File: config.mk
export PLATFORM = sky130hd
export DESIGN_NAME = calibration_record_deframer_flat
export DESIGN_NICKNAME = d
export VERILOG_FILES = /design/src/sv/crd_pkg.sv /design/src/sv/crd_if.sv /design/src/sv/calibration_record_deframer.sv /design/src/flat_wrapper.sv
export SDC_FILE = /design/constraint.sdc
export NUM_CORES = 1
export LEC_CHECK = 0
export BUFFER_PORTS_ARGS = -buffer_cell sky130_fd_sc_hd__buf_4
export CORE_MARGIN = 10
export CORE_UTILIZATION = 55
export DETAILED_ROUTE_END_ITERATION = 16
export GPL_TIMING_DRIVEN = 0
export PLACE_DENSITY = 0.85
export SLEW_MARGIN = 25
export SYNTH_ARGS = -nofsm -noshare
export SYNTH_HDL_FRONTEND = slang
export SYNTH_SLANG_ARGS = --single-unit
export TNS_END_PERCENT = 50
File: constraint.sdc
create_clock -name clock -period 5.7 [get_ports clock]
set_input_delay 1.14 -clock clock [delete_from_list [all_inputs] [get_ports clock]]
set_output_delay 1.14 -clock clock [all_outputs]
set_load 0.05 [all_outputs]
File: src/sv/crd_pkg.sv
// ----------------------------------------------------------------------------
// crd_pkg
// Shared constants, types and helpers for the calibration record deframer.
// ----------------------------------------------------------------------------
package crd_pkg;

   localparam int CHANNELS      = 1024;
   localparam int GROUPS        = 16;
   localparam int TRAILER_WORDS = 14;

   localparam int DATA_W = 16;
   localparam int MOD_W  = 10;
   localparam int KIND_W = 4;
   localparam int IDX_W  = 10;
   localparam int MASK_W = 11;
   localparam int FILL_W = 2;
   localparam int SEC_N  = 13;

   localparam int LEN_MAX = (CHANNELS > GROUPS)
                            ? ((CHANNELS > TRAILER_WORDS) ? CHANNELS : TRAILER_WORDS)
                            : ((GROUPS > TRAILER_WORDS) ? GROUPS : TRAILER_WORDS);
   localparam int CNT_W   = (LEN_MAX > 2) ? $clog2(LEN_MAX) : 1;

   localparam logic [KIND_W-1:0] KIND_COMMAND = 4'd0;
   localparam logic [KIND_W-1:0] KIND_PED     = 4'd1;
   localparam logic [KIND_W-1:0] KIND_STATUS  = 4'd2;
   localparam logic [KIND_W-1:0] KIND_SIGLOW  = 4'd3;
   localparam logic [KIND_W-1:0] KIND_RAWSIG  = 4'd4;
   localparam logic [KIND_W-1:0] KIND_SIGHI   = 4'd5;
   localparam logic [KIND_W-1:0] KIND_OCC     = 4'd6;
   localparam logic [KIND_W-1:0] KIND_CNRMS   = 4'd7;
   localparam logic [KIND_W-1:0] KIND_CNMEAN  = 4'd8;
   localparam logic [KIND_W-1:0] KIND_NGOCC   = 4'd9;
   localparam logic [KIND_W-1:0] KIND_SIGMA   = 4'd10;
   localparam logic [KIND_W-1:0] KIND_DATAOCC = 4'd11;
   localparam logic [KIND_W-1:0] KIND_TRAILER = 4'd12;

   localparam logic [MASK_W-1:0] MASK_SIGLOW = 11'h004;
   localparam logic [MASK_W-1:0] MASK_SIGMA  = 11'h200;

   localparam logic [FILL_W-1:0] FILL_NONE    = 2'd0;
   localparam logic [FILL_W-1:0] FILL_LEGACY  = 2'd1;
   localparam logic [FILL_W-1:0] FILL_CURRENT = 2'd2;

   typedef enum logic [SEC_N-1:0] {
      S_COMMAND = 13'b0_0000_0000_0001,
      S_PED     = 13'b0_0000_0000_0010,
      S_STATUS  = 13'b0_0000_0000_0100,
      S_SIGLOW  = 13'b0_0000_0000_1000,
      S_RAWSIG  = 13'b0_0000_0001_0000,
      S_SIGHI   = 13'b0_0000_0010_0000,
      S_OCC     = 13'b0_0000_0100_0000,
      S_CNRMS   = 13'b0_0000_1000_0000,
      S_CNMEAN  = 13'b0_0001_0000_0000,
      S_NGOCC   = 13'b0_0010_0000_0000,
      S_SIGMA   = 13'b0_0100_0000_0000,
      S_DATAOCC = 13'b0_1000_0000_0000,
      S_TRAILER = 13'b1_0000_0000_0000
   } sec_type;

   function automatic logic [KIND_W-1:0] sec_kind(input sec_type s);
      logic [KIND_W-1:0] k;
      case (s)
         S_PED:     k = KIND_PED;
         S_STATUS:  k = KIND_STATUS;
         S_SIGLOW:  k = KIND_SIGLOW;
         S_RAWSIG:  k = KIND_RAWSIG;
         S_SIGHI:   k = KIND_SIGHI;
         S_OCC:     k = KIND_OCC;
         S_CNRMS:   k = KIND_CNRMS;
         S_CNMEAN:  k = KIND_CNMEAN;
         S_NGOCC:   k = KIND_NGOCC;
         S_SIGMA:   k = KIND_SIGMA;
         S_DATAOCC: k = KIND_DATAOCC;
         S_TRAILER: k = KIND_TRAILER;
         default:   k = KIND_COMMAND;
      endcase
      return k;
   endfunction

   function automatic sec_type kind_sec(input logic [KIND_W-1:0] k);
      return sec_type'({{(SEC_N-1){1'b0}}, 1'b1} << k);
   endfunction

   function automatic logic [CNT_W-1:0] sec_last(input logic [KIND_W-1:0] k);
      logic [CNT_W-1:0] l;
      case (k) inside
         KIND_CNRMS, KIND_CNMEAN: l = CNT_W'(GROUPS - 1);
         KIND_TRAILER:            l = CNT_W'(TRAILER_WORDS - 1);
         default:                 l = CNT_W'(CHANNELS - 1);
      endcase
      return l;
   endfunction

   // first enabled section at or above 'from', else trailer
   function automatic logic [KIND_W-1:0] next_kind(input logic [MASK_W-1:0] mask,
                                                   input logic [KIND_W-1:0] from);
      logic [KIND_W-1:0] k;
      k = KIND_TRAILER;
      for (int s = MASK_W; s >= 1; s--) begin
         if ((KIND_W'(s) >= from) && mask[s-1]) begin
            k = KIND_W'(s);
         end
      end
      return k;
   endfunction

endpackage

File: src/sv/crd_if.sv
// ----------------------------------------------------------------------------
// crd_req_if / crd_rsp_if
// Valid/ready channels for record words and tagged result words.
// ----------------------------------------------------------------------------
interface crd_req_if;
   import crd_pkg::*;

   logic              valid;
   logic              ready;
   logic [DATA_W-1:0] data_word;
   logic [MOD_W-1:0]  module_id;

   modport source (output valid, output data_word, output module_id, input ready);
   modport sink   (input valid, input data_word, input module_id, output ready);
endinterface

interface crd_rsp_if;
   import crd_pkg::*;

   logic              valid;
   logic              ready;
   logic [KIND_W-1:0] word_kind;
   logic [IDX_W-1:0]  element_index;
   logic [DATA_W-1:0] word_value;
   logic [MOD_W-1:0]  module_tag;
   logic              record_end;
   logic [MASK_W-1:0] section_mask;
   logic [FILL_W-1:0] fill_mode;

   modport source (output valid, output word_kind, output element_index,
                   output word_value, output module_tag, output record_end,
                   output section_mask, output fill_mode, input ready);
   modport sink   (input valid, input word_kind, input element_index,
                   input word_value, input module_tag, input record_end,
                   input section_mask, input fill_mode, output ready);
endinterface

File: src/sv/calibration_record_deframer.sv
// ----------------------------------------------------------------------------
// calibration_record_deframer
// Tags each word of a calibration record with its section kind and index.
// ----------------------------------------------------------------------------
// rsp valid rises in the cycle after the req transaction (single result register).
// Throughput: one word per cycle; req stays ready while the result register
//   is empty or being drained in the same cycle.
// Reset (synchronous): rsp valid clears, the section tracker returns to the
//   command word state with zero count and zero mask.
module calibration_record_deframer (
   input  logic          clock,
   input  logic          reset,
   crd_req_if.sink       req_ch,
   crd_rsp_if.source     rsp_ch
);
   import crd_pkg::*;

   sec_type           sec_ff, sec_in;
   logic [CNT_W-1:0]  cnt_ff, cnt_in;
   logic [MASK_W-1:0] mask_ff, mask_in;

   logic              rsp_valid_ff;
   logic [KIND_W-1:0] kind_ff, kind_in;
   logic [IDX_W-1:0]  idx_ff, idx_in;
   logic [DATA_W-1:0] word_ff;
   logic [MOD_W-1:0]  mod_ff;
   logic              end_ff, end_in;
   logic [MASK_W-1:0] omask_ff;
   logic [FILL_W-1:0] fill_ff, fill_in;

   logic              accept;
   logic [KIND_W-1:0] cur_kind;

   assign req_ch.ready = !rsp_valid_ff || rsp_ch.ready;
   assign accept       = req_ch.valid && req_ch.ready;
   assign cur_kind     = sec_kind(sec_ff);

   always_comb begin
      mask_in = mask_ff;
      cnt_in  = cnt_ff;
      sec_in  = sec_ff;
      kind_in = cur_kind;
      idx_in  = IDX_W'({{IDX_W{1'b0}}, cnt_ff});
      end_in  = 1'b0;
      fill_in = FILL_NONE;
      if (cur_kind == KIND_COMMAND) begin
         mask_in = req_ch.data_word[MASK_W-1:0];
         cnt_in  = '0;
         idx_in  = '0;
         sec_in  = kind_sec(next_kind(mask_in, KIND_PED));
      end else if (cnt_ff >= sec_last(cur_kind)) begin
         cnt_in = '0;
         if (cur_kind == KIND_TRAILER) begin
            end_in = 1'b1;
            sec_in = S_COMMAND;
            if ((mask_ff & MASK_SIGMA) != '0) begin
               fill_in = FILL_CURRENT;
            end else if ((mask_ff & MASK_SIGLOW) != '0) begin
               fill_in = FILL_LEGACY;
            end
         end else begin
            sec_in = kind_sec(next_kind(mask_ff, KIND_W'(cur_kind + KIND_W'(1))));
         end
      end else begin
         cnt_in = CNT_W'(cnt_ff + CNT_W'(1));
      end
   end

   always_ff @(posedge clock) begin
      if (reset) begin
         sec_ff       <= S_COMMAND;
         cnt_ff       <= '0;
         mask_ff      <= '0;
         rsp_valid_ff <= 1'b0;
      end else begin
         if (accept) begin
            sec_ff  <= sec_in;
            cnt_ff  <= cnt_in;
            mask_ff <= mask_in;
         end
         if (accept) begin
            rsp_valid_ff <= 1'b1;
         end else if (rsp_ch.ready) begin
            rsp_valid_ff <= 1'b0;
         end
      end
   end

   always_ff @(posedge clock) begin
      if (accept) begin
         kind_ff  <= kind_in;
         idx_ff   <= idx_in;
         word_ff  <= req_ch.data_word;
         mod_ff   <= req_ch.module_id;
         end_ff   <= end_in;
         omask_ff <= mask_in;
         fill_ff  <= fill_in;
      end
   end

   assign rsp_ch.valid         = rsp_valid_ff;
   assign rsp_ch.word_kind     = kind_ff;
   assign rsp_ch.element_index = idx_ff;
   assign rsp_ch.word_value    = word_ff;
   assign rsp_ch.module_tag    = mod_ff;
   assign rsp_ch.record_end    = end_ff;
   assign rsp_ch.section_mask  = omask_ff;
   assign rsp_ch.fill_mode     = fill_ff;

   a_end_is_trailer: assert property (@(posedge clock) disable iff (reset)
      rsp_valid_ff && end_ff |-> kind_ff == KIND_TRAILER)
      else $error("record end on a non-trailer word");

   a_fill_only_at_end: assert property (@(posedge clock) disable iff (reset)
      rsp_valid_ff && !end_ff |-> fill_ff == FILL_NONE)
      else $error("fill mode set before record end");

   a_command_leaves: assert property (@(posedge clock) disable iff (reset)
      accept && sec_ff == S_COMMAND |=> sec_ff != S_COMMAND)
      else $error("command word did not advance the section");

   a_count_in_range: assert property (@(posedge clock) disable iff (reset)
      cur_kind != KIND_COMMAND |-> cnt_ff <= sec_last(cur_kind))
      else $error("element counter beyond section length");

   a_trailer_end_back: assert property (@(posedge clock) disable iff (reset)
      accept && end_in |=> sec_ff == S_COMMAND && cnt_ff == '0)
      else $error("tracker not back at command after trailer");

endmodule

File: src/flat_wrapper.sv
// flat-port wrapper written by rule: the top's interface ports become plain ports
module calibration_record_deframer_flat import crd_pkg::*;
  (clock, reset, req_ch_valid, req_ch_data_word, req_ch_module_id, req_ch_ready, rsp_ch_valid, rsp_ch_word_kind, rsp_ch_element_index, rsp_ch_word_value, rsp_ch_module_tag, rsp_ch_record_end, rsp_ch_section_mask, rsp_ch_fill_mode, rsp_ch_ready);
  crd_req_if req_ch_i ();
  crd_rsp_if rsp_ch_i ();
  input  logic clock;
  input  logic reset;
  input wire logic [$bits(req_ch_i.valid)-1:0] req_ch_valid;
  input wire logic [$bits(req_ch_i.data_word)-1:0] req_ch_data_word;
  input wire logic [$bits(req_ch_i.module_id)-1:0] req_ch_module_id;
  output wire logic [$bits(req_ch_i.ready)-1:0] req_ch_ready;
  output wire logic [$bits(rsp_ch_i.valid)-1:0] rsp_ch_valid;
  output wire logic [$bits(rsp_ch_i.word_kind)-1:0] rsp_ch_word_kind;
  output wire logic [$bits(rsp_ch_i.element_index)-1:0] rsp_ch_element_index;
  output wire logic [$bits(rsp_ch_i.word_value)-1:0] rsp_ch_word_value;
  output wire logic [$bits(rsp_ch_i.module_tag)-1:0] rsp_ch_module_tag;
  output wire logic [$bits(rsp_ch_i.record_end)-1:0] rsp_ch_record_end;
  output wire logic [$bits(rsp_ch_i.section_mask)-1:0] rsp_ch_section_mask;
  output wire logic [$bits(rsp_ch_i.fill_mode)-1:0] rsp_ch_fill_mode;
  input wire logic [$bits(rsp_ch_i.ready)-1:0] rsp_ch_ready;
  assign req_ch_i.valid = req_ch_valid;
  assign req_ch_i.data_word = req_ch_data_word;
  assign req_ch_i.module_id = req_ch_module_id;
  assign req_ch_ready = req_ch_i.ready;
  assign rsp_ch_valid = rsp_ch_i.valid;
  assign rsp_ch_word_kind = rsp_ch_i.word_kind;
  assign rsp_ch_element_index = rsp_ch_i.element_index;
  assign rsp_ch_word_value = rsp_ch_i.word_value;
  assign rsp_ch_module_tag = rsp_ch_i.module_tag;
  assign rsp_ch_record_end = rsp_ch_i.record_end;
  assign rsp_ch_section_mask = rsp_ch_i.section_mask;
  assign rsp_ch_fill_mode = rsp_ch_i.fill_mode;
  assign rsp_ch_i.ready = rsp_ch_ready;
  calibration_record_deframer u_core (.clock(clock), .reset(reset), .req_ch(req_ch_i), .rsp_ch(rsp_ch_i));
endmodule
==> results of run 1 <==
## cell usage in the layout, fill, tap and decap left out, types with 3 or more instances in the layout
cell type and count:
nand3_1 12, nor2_1 63, clkbuf_1 10, a31oi_1 4
clkbuf_8 9, a21oi_1 23, inv_1 13, o21bai_1 3
inv_8 3, edfxtp_1 54, and2_1 15, nand2_1 46
dfxtp_1 35, buf_4 86, nor2b_1 7, o21a_1 3
o211ai_1 5, o221ai_2 3, nor3_1 24, mux2i_1 3
nand2b_1 10, a221o_1 5, nand3b_1 3, nor4_1 3
a211oi_1 5, a311oi_1 3, ha_1 13, buf_6 3
a2111oi_2 3, xor2_1 12, buf_2 5, o21ai_0 19
## where the power goes
group          switching (mW)  internal, mW  total [mW]
sequential             0.0460         0.750       0.796
clock                   0.255         0.172       0.427
combinational           0.485         0.236       0.720
total                   0.785          1.16        1.94
## cell type report
cell class | instances | area [um2] | area share
Clock inverter | 7 | 75.07 | 0.01296
Multi-Input combinational cell | 345 | 2306 | 0.3981
Buffer | 21 | 118.9 | 0.02052
Clock buffer | 9 | 123.9 | 0.02138
Tap cell | 108 | 135.1 | 0.02333
Timing Repair Buffer | 85 | 650.6 | 0.1123
Sequential cell | 89 | 2322 | 0.4009
Inverter | 15 | 61.31 | 0.01058
## cell families after synthesis
family | share of synthesized area
XOR/XNOR | 0.03802
adder cells (fa/ha/maj) | 0.03385
flip-flops | 0.4833
AO/OA/AOI/OAI | 0.1740
multiplexers | 0.006250
AND/OR/NAND/NOR | 0.2279
buffers and inverters | 0.03672
## worst max path at each step
stage | to | slack (ns) | depth (start not counted)
after floorplan | u_core.sec_ff[2] | 1.48 | 17
after global placement | u_core.sec_ff[3] | 0.51 | 16
after global routing | u_core.sec_ff[6] | 0.15 | 19
after detailed placement | u_core.sec_ff[3] | 0.42 | 16
after CTS | u_core.sec_ff[3] | 0.37 | 16
final | u_core.sec_ff[3] | 0.57 | 16
## state kept, by name, indices dropped and copies added, names as in the netlist, 4 cells and up
register / count
u_core.cnt_ff: 10
u_core.sec_ff: 13
u_core.rsp_ch.word_value: 16
u_core.mask_ff: 11
u_core.rsp_ch.word_kind: 4
u_core.rsp_ch.section_mask: 11
u_core.rsp_ch.module_tag: 10
u_core.rsp_ch.element_index: 10
## through the flow
stage | hold slack (ns) | instances
floorplan | 0.4691 | 470
CTS | 0.5223 | 679
finish | 0.5184 | 679
global route | 0.5453 | 679
detailed placement | 0.5085 | 663
global placement | 0.4982 | 662
## per-layer routing
layer | wire length [um] | vias up | track usage
li1 | - | 1907 | -
met1 | 5147 | 1923 | 0.2355
met2 | 6383 | 219 | 0.3383
met3 | 1075 | 29 | 0.05459
met4 | 344 | 0 | 0.08122
met5 | 0 | - | 0
## tightest hold or removal path, stage by stage, from the launching register on
cell	delay [ns]
dfxtp_1	0.36
nand2_1	0.07
a21oi_1	0.05
==> metrics.md, run 1 <==
| Metric | Value |
|---|---|
| Num CTS Buffers | `9` |
| WL final | `12950 um` |
| Antenna-violating nets left | `0` |
| Pwr Density | `335.5 mW/mm2` |
| Pre-antenna DRT Iters | `7` |
| Seq cells post-synth | `89` |
| Prevailing post-synth register cell | `edfxtp_1` |
| Period minus WS final | `5.129 ns` |
| Largest net degree at the start of global routing | `42` |
| Worst Path Buf+Inv | `1` |
| Vias in the first global route | `4081` |
| Asr flop ratio synth | `0` |
| Slew Limit Fails | `0` |
| CP max stage delay | `0.54 ns` |
| Resized cells post-CTS | `0` |
| Critical path, cell by cell | `nor4_4 > nand3_2 > o22ai_2 > ha_1 > buf_2 > nand2_1 > o21ai_1 > ha_1 > nand3_1 > o21bai_1 > a21oi_1 > o21ai_0 > a311oi_1 > or2b_1 > nor3_1 > a221o_1` |
| Lkg Pwr | `2.277 nW` |
| Die footprint | `0.01287 mm2` |
| Vias per cell | `6.006` |
| Max_cap viols | `0` |
| Design area | `0.005793 mm2` |
| DRC | `0` |
| Gp weighted congestion | `0.9244` |
| WL/cell | `19.07 um` |
| CP arrival | `5.40 ns` |
| Yosys warns | `0` |
| Worst-Margin Slew | `0.6318 ns` |
| Gr usage total | `0.2004` |
| Synth cell count leaders | `nor2_1 (63), edfxtp_1 (54), nand2_1 (46)` |
| Num ports | `86` |
| Post-synth EDFFs | `54` |
| Hold Path End | `u_core.cnt_ff[1]` |
| Syn_nets | `513` |
| Fmax | `0.1950 GHz` |
| Top-area cell type share of the netlist area | `0.3375` |
| CP required | `5.97 ns` |
| Hold Fails Final Rpt | `0` |
| Area growth syn-to-layout | `20.57%` |
| H-tree levels | `3` |
| Worst hold path class | `reg -> reg` |
| Sink Count | `89` |
| Cell count of the worst reg-to-reg path | `16` |
| # nets final | `609` |
| CTS tree | `yes` |
| Initial DRC count | `408` |
| Number of diodes | `0` |
| Fin util | `0.6741` |
| Tcrit/Tclk final | `0.8998` |
| Slowest CP cell | `o22ai_2` |
| Placed Instance Area | `0.005594 mm2` |
| RR Startpoint | `u_core.sec_ff[0]` |
| Hold path start | `u_core.cnt_ff[1]` |
| CP max FO | `10` |
| Setup TNS | `0 ns` |
| Origin of the worst setup path | `u_core.sec_ff[0]` |
| Initial Util | `0.5591` |
| Clock transition at path regs | `0.10 ns` |
| R2r endpoint | `u_core.sec_ff[3]` |
| Most used cell, CP | `ha_1` |
| Post-route total power | `1.944 mW` |
| Area leader, netlist | `edfxtp_1` |
| Synth Instances | `470` |
| Seq/Total Area, Yosys | `0.4833` |
| Syn avg cell area | `10.22 um2` |
| Worst setup EP type | `register` |
| First-pass GRT wire length | `20840 um` |
| Die Y | `113.5 um` |
| Top delay family on crit path | `compound AO/OA/AOI/OAI gates` |
| Clock latency on the worst-skew pair | `0.37 ns` |
| Synthesized cell area | `0.004805 mm2` |
| Hold Buf Count CTS | `0` |
| Final HPWL DP | `9866 um` |
| Initial antenna violation count | `0` |
| Post-synth cell types | `77` |
| FILL cells | `625` |
| Share of cells above drive strength 1 | `0.2539` |
| GRT overflow | `0` |
| Dpl ws | `0.4205 ns` |
| Post-CTS setup buffers | `0` |
| Outcome | `completed` |
| Synth area leaders | `edfxtp_1 (34%), dfxtp_1 (15%), nor2_1 (4.9%)` |
| Die X | `113.5 um` |
| Row count | `34` |
| RSZ-0062 raised after global routing | `false` |
| Port-buffer cells | `84` |
| WS Path Type | `reg -> reg` |
| # setup viols final | `0` |
| Count leader, synth | `nor2_1` |
| Maximum VDD drop | `0.1920 mV` |
| Core area | `0.008593 mm2` |
| Clk buf depth | `2` |
| Hold depth | `2` |
| Total number of vias | `4078` |
| Worst slew margin | `0.5788` |
| FF-to-FF setup slack | `0.57 ns` |
| Worst setup margin | `0.5711 ns` |
| CP startpoint kind | `register` |
| Clk_skew | `0.009168 ns` |
| CTS root buffer | `clkbuf_8` |
Note: power is estimated with default switching activity, not from simulation.
==> run 2: changes to the inputs <==
--- a/config.mk
+++ b/config.mk
@@ -5,7 +5,7 @@
 export SDC_FILE = /design/constraint.sdc
 export NUM_CORES = 1
 export LEC_CHECK = 0
-export BUFFER_PORTS_ARGS = -buffer_cell sky130_fd_sc_hd__buf_4
+export BUFFER_PORTS_ARGS = -buffer_cell sky130_fd_sc_hd__buf_2
 export CORE_MARGIN = 10
 export CORE_UTILIZATION = 55
 export DETAILED_ROUTE_END_ITERATION = 16
@@ -15,4 +15,4 @@
 export SYNTH_ARGS = -nofsm -noshare
 export SYNTH_HDL_FRONTEND = slang
 export SYNTH_SLANG_ARGS = --single-unit
-export TNS_END_PERCENT = 50
+export TNS_END_PERCENT = 5
==> metrics.md, run 2 (same netlist as run 1, synthesis figures left out) <==
| Metric | Value |
|---|---|
| Outcome | `completed` |
| CTS tree | `yes` |
| Antenna-violating nets left | `0` |
| RSZ-0062 raised after global routing | `false` |
| Sink Count | `89` |
| Fmax | `0.1924 GHz` |
| Sw frac | `0.3952` |
| WL/cell | `18.58 um` |
| Vias in the first global route | `3982` |
| Die Y | `113.5 um` |
| Dpl ws | `0.3843 ns` |
| Worst Path Buf+Inv | `2` |
| Worst hold path class | `reg -> reg` |
| Gp weighted congestion | `0.9105` |
| Power share of the clock group | `0.231` |
| GR peak layer | `met2` |
| CP max FO | `10` |
| Core area | `0.008593 mm2` |
| Share of cells above drive strength 1 | `0.2539` |
| Clk buf depth | `2` |
| Slowest CP cell | `a311oi_1` |
| Die footprint | `0.01287 mm2` |
| Total area of sequential cells | `0.002322 mm2` |
| Num ports | `86` |
| Commonest non-fill, non-tap cell in the layout | `buf_2` |
| WS Path Type | `reg -> reg` |
| Worst slew margin | `0.5806` |
| Largest net degree at the start of global routing | `39` |
| Pwr Density | `346.3 mW/mm2` |
| Number of diodes | `0` |
| Met1 Use GR | `0.2382` |
| Design area | `0.005590 mm2` |
| Worst-Margin Slew | `0.6249 ns` |
| Top delay family on crit path | `compound AO/OA/AOI/OAI gates` |
| Clock latency on the worst-skew pair | `0.37 ns` |
| Most frequent cells in the layout | `buf_2 (89), nor2_1 (63), edfxtp_1 (54)` |
| CTS root buffer | `clkbuf_8` |
| Clock transition at path regs | `0.09 ns` |
| Worst setup EP type | `register` |
| Port-buffer cells | `84` |
| Setup TNS | `0 ns` |
| Clk_skew | `0.01120 ns` |
| Gr usage total | `0.1951` |
| Initial antenna violation count | `0` |
| CP required | `5.97 ns` |
| Slew Limit Fails | `0` |
| Comb power frac | `0.360` |
| Period minus WS final | `5.197 ns` |
| Initial DRC count | `341` |
| GR Layer Usage met3 | `0.04462` |
| Initial Util | `0.5591` |
| Met2 Use GR | `0.3238` |
| # nets final | `609` |
| CP max stage delay | `0.54 ns` |
| Reg power frac | `0.409` |
| Vias per cell | `5.929` |
| Final HPWL DP | `9678 um` |
| Worst setup margin | `0.5030 ns` |
| Hold Buf Count CTS | `0` |
| CP startpoint kind | `register` |
| GRT overflow | `0` |
| FILL cells | `672` |
| Pint | `1.171 mW` |
| Row count | `34` |
| CP arrival | `5.47 ns` |
| Area growth syn-to-layout | `16.35%` |
| Maximum VDD drop | `0.2064 mV` |
| Placed Instance Area | `0.005384 mm2` |
| Max FFs per register | `16` |
| Num CTS Buffers | `9` |
| Pre-antenna DRT Iters | `5` |
| # setup viols final | `0` |
| Post-CTS setup buffers | `0` |
| Die X | `113.5 um` |
| Max_cap viols | `0` |
| Tcrit/Tclk final | `0.9118` |
| First-pass GRT wire length | `20360 um` |
| DRC | `0` |
| Total number of vias | `4026` |
| Multi-input logic area | `0.002306 mm2` |
| NetSw | `765.1 uW` |
| WL final | `12620 um` |
| Lkg Pwr | `2.209 nW` |
| Hold Fails Final Rpt | `0` |
| H-tree levels | `3` |
| Critical path, cell by cell | `nor4_4 > nand3_2 > o22ai_2 > ha_1 > buf_2 > nand2_1 > o21ai_1 > ha_1 > nand3_1 > o21bai_1 > a21oi_1 > o21ai_0 > a311oi_1 > nor2_1 > clkbuf_1 > o21ai_0 > a21oi_1 > nor3_1` |
[run 2: through the flow]
step / instances / power [mW] / util / hold WS, ns
2_1_floorplan: 470 / 1.323 / - / 0.4691
3_3_place_gp: 662 / 1.474 / 0.6238 / 0.5001
3_5_place_dp: 663 / 1.491 / 0.6265 / 0.5144
4_1_cts: 679 / 1.929 / 0.6506 / 0.5340
5_1_grt: 679 / 2.026 / 0.6506 / 0.5615
6_report: 679 / 1.936 / 0.6506 / 0.5312
[run 2: cell type report]
cell class | instances | area share
Buffer | 21 | 0.02126
Clock buffer | 9 | 0.02216
Clock inverter | 7 | 0.01477
Inverter | 15 | 0.01097
Multi-Input combinational cell | 345 | 0.4125
Sequential cell | 89 | 0.4154
Tap cell | 108 | 0.02417
Timing Repair Buffer | 85 | 0.07878
[run 2: per-layer routing]
metal  share of wire  wire length [um]
met5               0                 0
met1            0.40              5071
met3           0.084              1057
met2            0.49              6242
met4           0.020               247
[run 2: final timing paths]
path	slack [ns]	from	cells after the start	to
worst max register to register	0.50	u_core.sec_ff[0]	18	u_core.sec_ff[6]
worst max-delay path	0.50	u_core.sec_ff[0]	18	u_core.sec_ff[6]
worst min-delay path	0.53	u_core.cnt_ff[1]	2	u_core.cnt_ff[1]
worst min register to register	0.53	u_core.cnt_ff[1]	2	u_core.cnt_ff[1]
[run 2: repair_timing]
item / CTS / global route
gates resized for setup: 0 / 1
hold endpoints to repair: 0 / 0
setup endpoints to repair: 0 / 17
[run 2: power by group through the flow]
stage	logic, mW	registers, mW	clock network [mW]
finish	0.698	0.792	0.447
detailed placement	0.685	0.806	0
floorplan	0.406	0.917	0
CTS	0.690	0.791	0.448
global route	0.751	0.798	0.478
global placement	0.669	0.805	0
[run 2: worst reg2reg max path, stage by stage, from the launching register on]
cell and delay [ns]:
dfxtp_1 0.38, nor4_4 0.39, nand3_2 0.16, o22ai_2 0.53, ha_1 0.43, buf_2 0.35
nand2_1 0.15, o21ai_1 0.53, ha_1 0.35, nand3_1 0.08, o21bai_1 0.06, a21oi_1 0.14
o21ai_0 0.14, a311oi_1 0.54, nor2_1 0.17, clkbuf_1 0.25, o21ai_0 0.17, a21oi_1 0.06
nor3_1 0.22
==> run 3: changes to the inputs <==
--- a/config.mk
+++ b/config.mk
@@ -7,10 +7,12 @@
 export LEC_CHECK = 0
 export BUFFER_PORTS_ARGS = -buffer_cell sky130_fd_sc_hd__buf_2
 export CORE_MARGIN = 10
-export CORE_UTILIZATION = 55
+export CORE_UTILIZATION = 50
 export DETAILED_ROUTE_END_ITERATION = 16
 export GPL_TIMING_DRIVEN = 0
-export PLACE_DENSITY = 0.85
+export PLACE_DENSITY = 0.79
+export REMOVE_ABC_BUFFERS = 1
+export SKIP_CTS_REPAIR_TIMING = 1
 export SLEW_MARGIN = 25
 export SYNTH_ARGS = -nofsm -noshare
 export SYNTH_HDL_FRONTEND = slang
==> metrics.md, run 3 (same netlist as run 1, synthesis figures left out) <==
| Metric | Value |
|---|---|
| Outcome | `completed` |
| Initial DRC count | `292` |
| Max FFs per register | `16` |
| Pre-antenna DRT Iters | `6` |
| Die Y | `118.0 um` |
| CP max FO | `16` |
| Clock transition at path regs | `0.09 ns` |
| Area growth syn-to-layout | `14.37%` |
| CTS tree | `yes` |
| Slew Limit Fails | `0` |
| Post-Place Cells | `663` |
| Clock latency on the worst-skew pair | `0.36 ns` |
| WS Path Type | `reg -> reg` |
| Row count | `35` |
| Slowest CP cell | `nor2_1` |
| Clk_skew | `0.01030 ns` |
| Maximum VDD drop | `0.1291 mV` |
| Fmax | `0.1987 GHz` |
| Gp weighted congestion | `0.8952` |
| Gr usage total | `0.1662` |
| Commonest non-fill, non-tap cell in the layout | `buf_2` |
| CP required | `5.95 ns` |
| Initial antenna violation count | `1` |
| FF-to-FF setup slack | `0.67 ns` |
| Core area | `0.009284 mm2` |
| CTS root buffer | `clkbuf_8` |
| Hold Path End | `u_core.rsp_ch.valid` |
| R2r endpoint | `u_core.sec_ff[9]` |
| Worst hold path class | `reg -> reg` |
| Worst slew margin | `0.4522` |
| Top delay family on crit path | `compound AO/OA/AOI/OAI gates` |
| H-tree levels | `3` |
| Worst Path Buf+Inv | `0` |
| Total number of vias | `3880` |
| CP max stage delay | `0.67 ns` |
| Vias per cell | `5.706` |
| Antenna-violating nets left | `0` |
| Final HPWL DP | `8815 um` |
| Worst setup margin | `0.6665 ns` |
| Dpl ws | `0.2091 ns` |
| Max_cap viols | `0` |
| Post-route insts no fill | `680` |
| Critical path, cell by cell | `nor4_4 > nand3_2 > o22ai_2 > ha_2 > nand2_1 > o21ai_1 > ha_1 > nand3_1 > o21bai_1 > a21oi_1 > o21ai_0 > a311oi_1 > nor2_1 > nor2_1 > a221o_1` |
| # nets final | `588` |
| GRT overflow | `0` |
| Setup TNS | `0 ns` |
| Die X | `118.0 um` |
| Period minus WS final | `5.033 ns` |
| RSZ-0062 raised after global routing | `false` |
| Pwr Density | `348.4 mW/mm2` |
| Sink Count | `89` |
| WL final | `11840 um` |
| CP arrival | `5.28 ns` |
| Worst-Margin Slew | `0.8187 ns` |
| Hold path start | `u_core.rsp_ch.valid` |
| CP startpoint kind | `register` |
| Num ports | `86` |
| DRC | `0` |
| Hold Fails Final Rpt | `0` |
| Most frequent cells in the layout | `buf_2 (85), nor2_1 (63), edfxtp_1 (54)` |
| First-pass GRT wire length | `19200 um` |
| Clk buf depth | `2` |
| Most used cell, CP | `nor2_1` |
| Vias in the first global route | `3707` |
| Largest net degree at the start of global routing | `72` |
| Cell count of the worst reg-to-reg path | `15` |
| Port-buffer cells | `85` |
| RR Startpoint | `u_core.sec_ff[1]` |
| Worst setup EP type | `register` |
| WL/cell | `17.40 um` |
| Lkg Pwr | `2.139 nW` |
| Share of cells above drive strength 1 | `0.2455` |
| Die footprint | `0.01393 mm2` |
| # setup viols final | `0` |
| FILL cells | `822` |
| Num CTS Buffers | `9` |
| Hold depth | `2` |
| Tcrit/Tclk final | `0.8831` |
| Initial Util | `0.5175` |
## run 3: cell types whose count changed in the layout (fill, tap and decap cells not counted), sizes merged
cell | before | now
clkinvlp | 2 | 0
buf | 95 | 85
diode | 0 | 1
clkbuf | 20 | 11
## run 3: area by class of cell
cell class | instances | area (um2) | share of cell area
Antenna cell | 1 | 2.502 | 0.0004554
Tap cell | 129 | 161.4 | 0.02937
Inverter | 15 | 66.31 | 0.01207
Clock buffer | 11 | 141.4 | 0.02573
Timing Repair Buffer | 85 | 425.4 | 0.07741
Clock inverter | 5 | 67.56 | 0.01230
Sequential cell | 89 | 2322 | 0.4226
Multi-Input combinational cell | 345 | 2308 | 0.4201
## run 3: power by group
part	internal (mW)	switching, mW
logic	0.193	0.458
registers	0.750	0.0534
clock network	0.223	0.236
total	1.17	0.748
## run 3: worst max path at each step
stage,cells past startpoint,slack [ns],endpoint,startpoint
floorplan,7,1.12,u_core.cnt_ff[5],rsp_ch_ready
CTS,15,0.20,u_core.sec_ff[9],u_core.sec_ff[1]
global placement,15,0.34,u_core.sec_ff[2],u_core.sec_ff[1]
detailed placement,15,0.21,u_core.sec_ff[9],u_core.sec_ff[1]
finish,15,0.67,u_core.sec_ff[9],u_core.sec_ff[1]
global route,15,0.09,u_core.sec_ff[3],u_core.sec_ff[1]
## run 3: tightest hold or removal path: cells and delay by family (launching register included)
kind | cells | cell delay [ns]
flops | 1 | 0.32
compound gates | 1 | 0.07
simple gates | 1 | 0.10
## run 3: through the flow
step                  util  instance area [um2]  hold WS [ns]  power [mW]
floorplan                -                 4690        0.4631       1.300
global placement    0.5683                 5276        0.5007       1.449
detailed placement  0.5689                 5281        0.5124       1.463
CTS                 0.5914                 5490        0.5275       1.915
global route        0.5916                 5493        0.5514       2.010
finish              0.5919                 5495        0.5273       1.915
## run 3: routing by layer
metal	GRT usage	routed length (um)	share of wire	up-vias
li1	-	-	-	1869
met4	0.05178	130	0.011	0
met2	0.2703	5616	0.47	165
met1	0.2131	5305	0.45	1827
met5	0	0	0	-
met3	0.03885	783	0.066	19
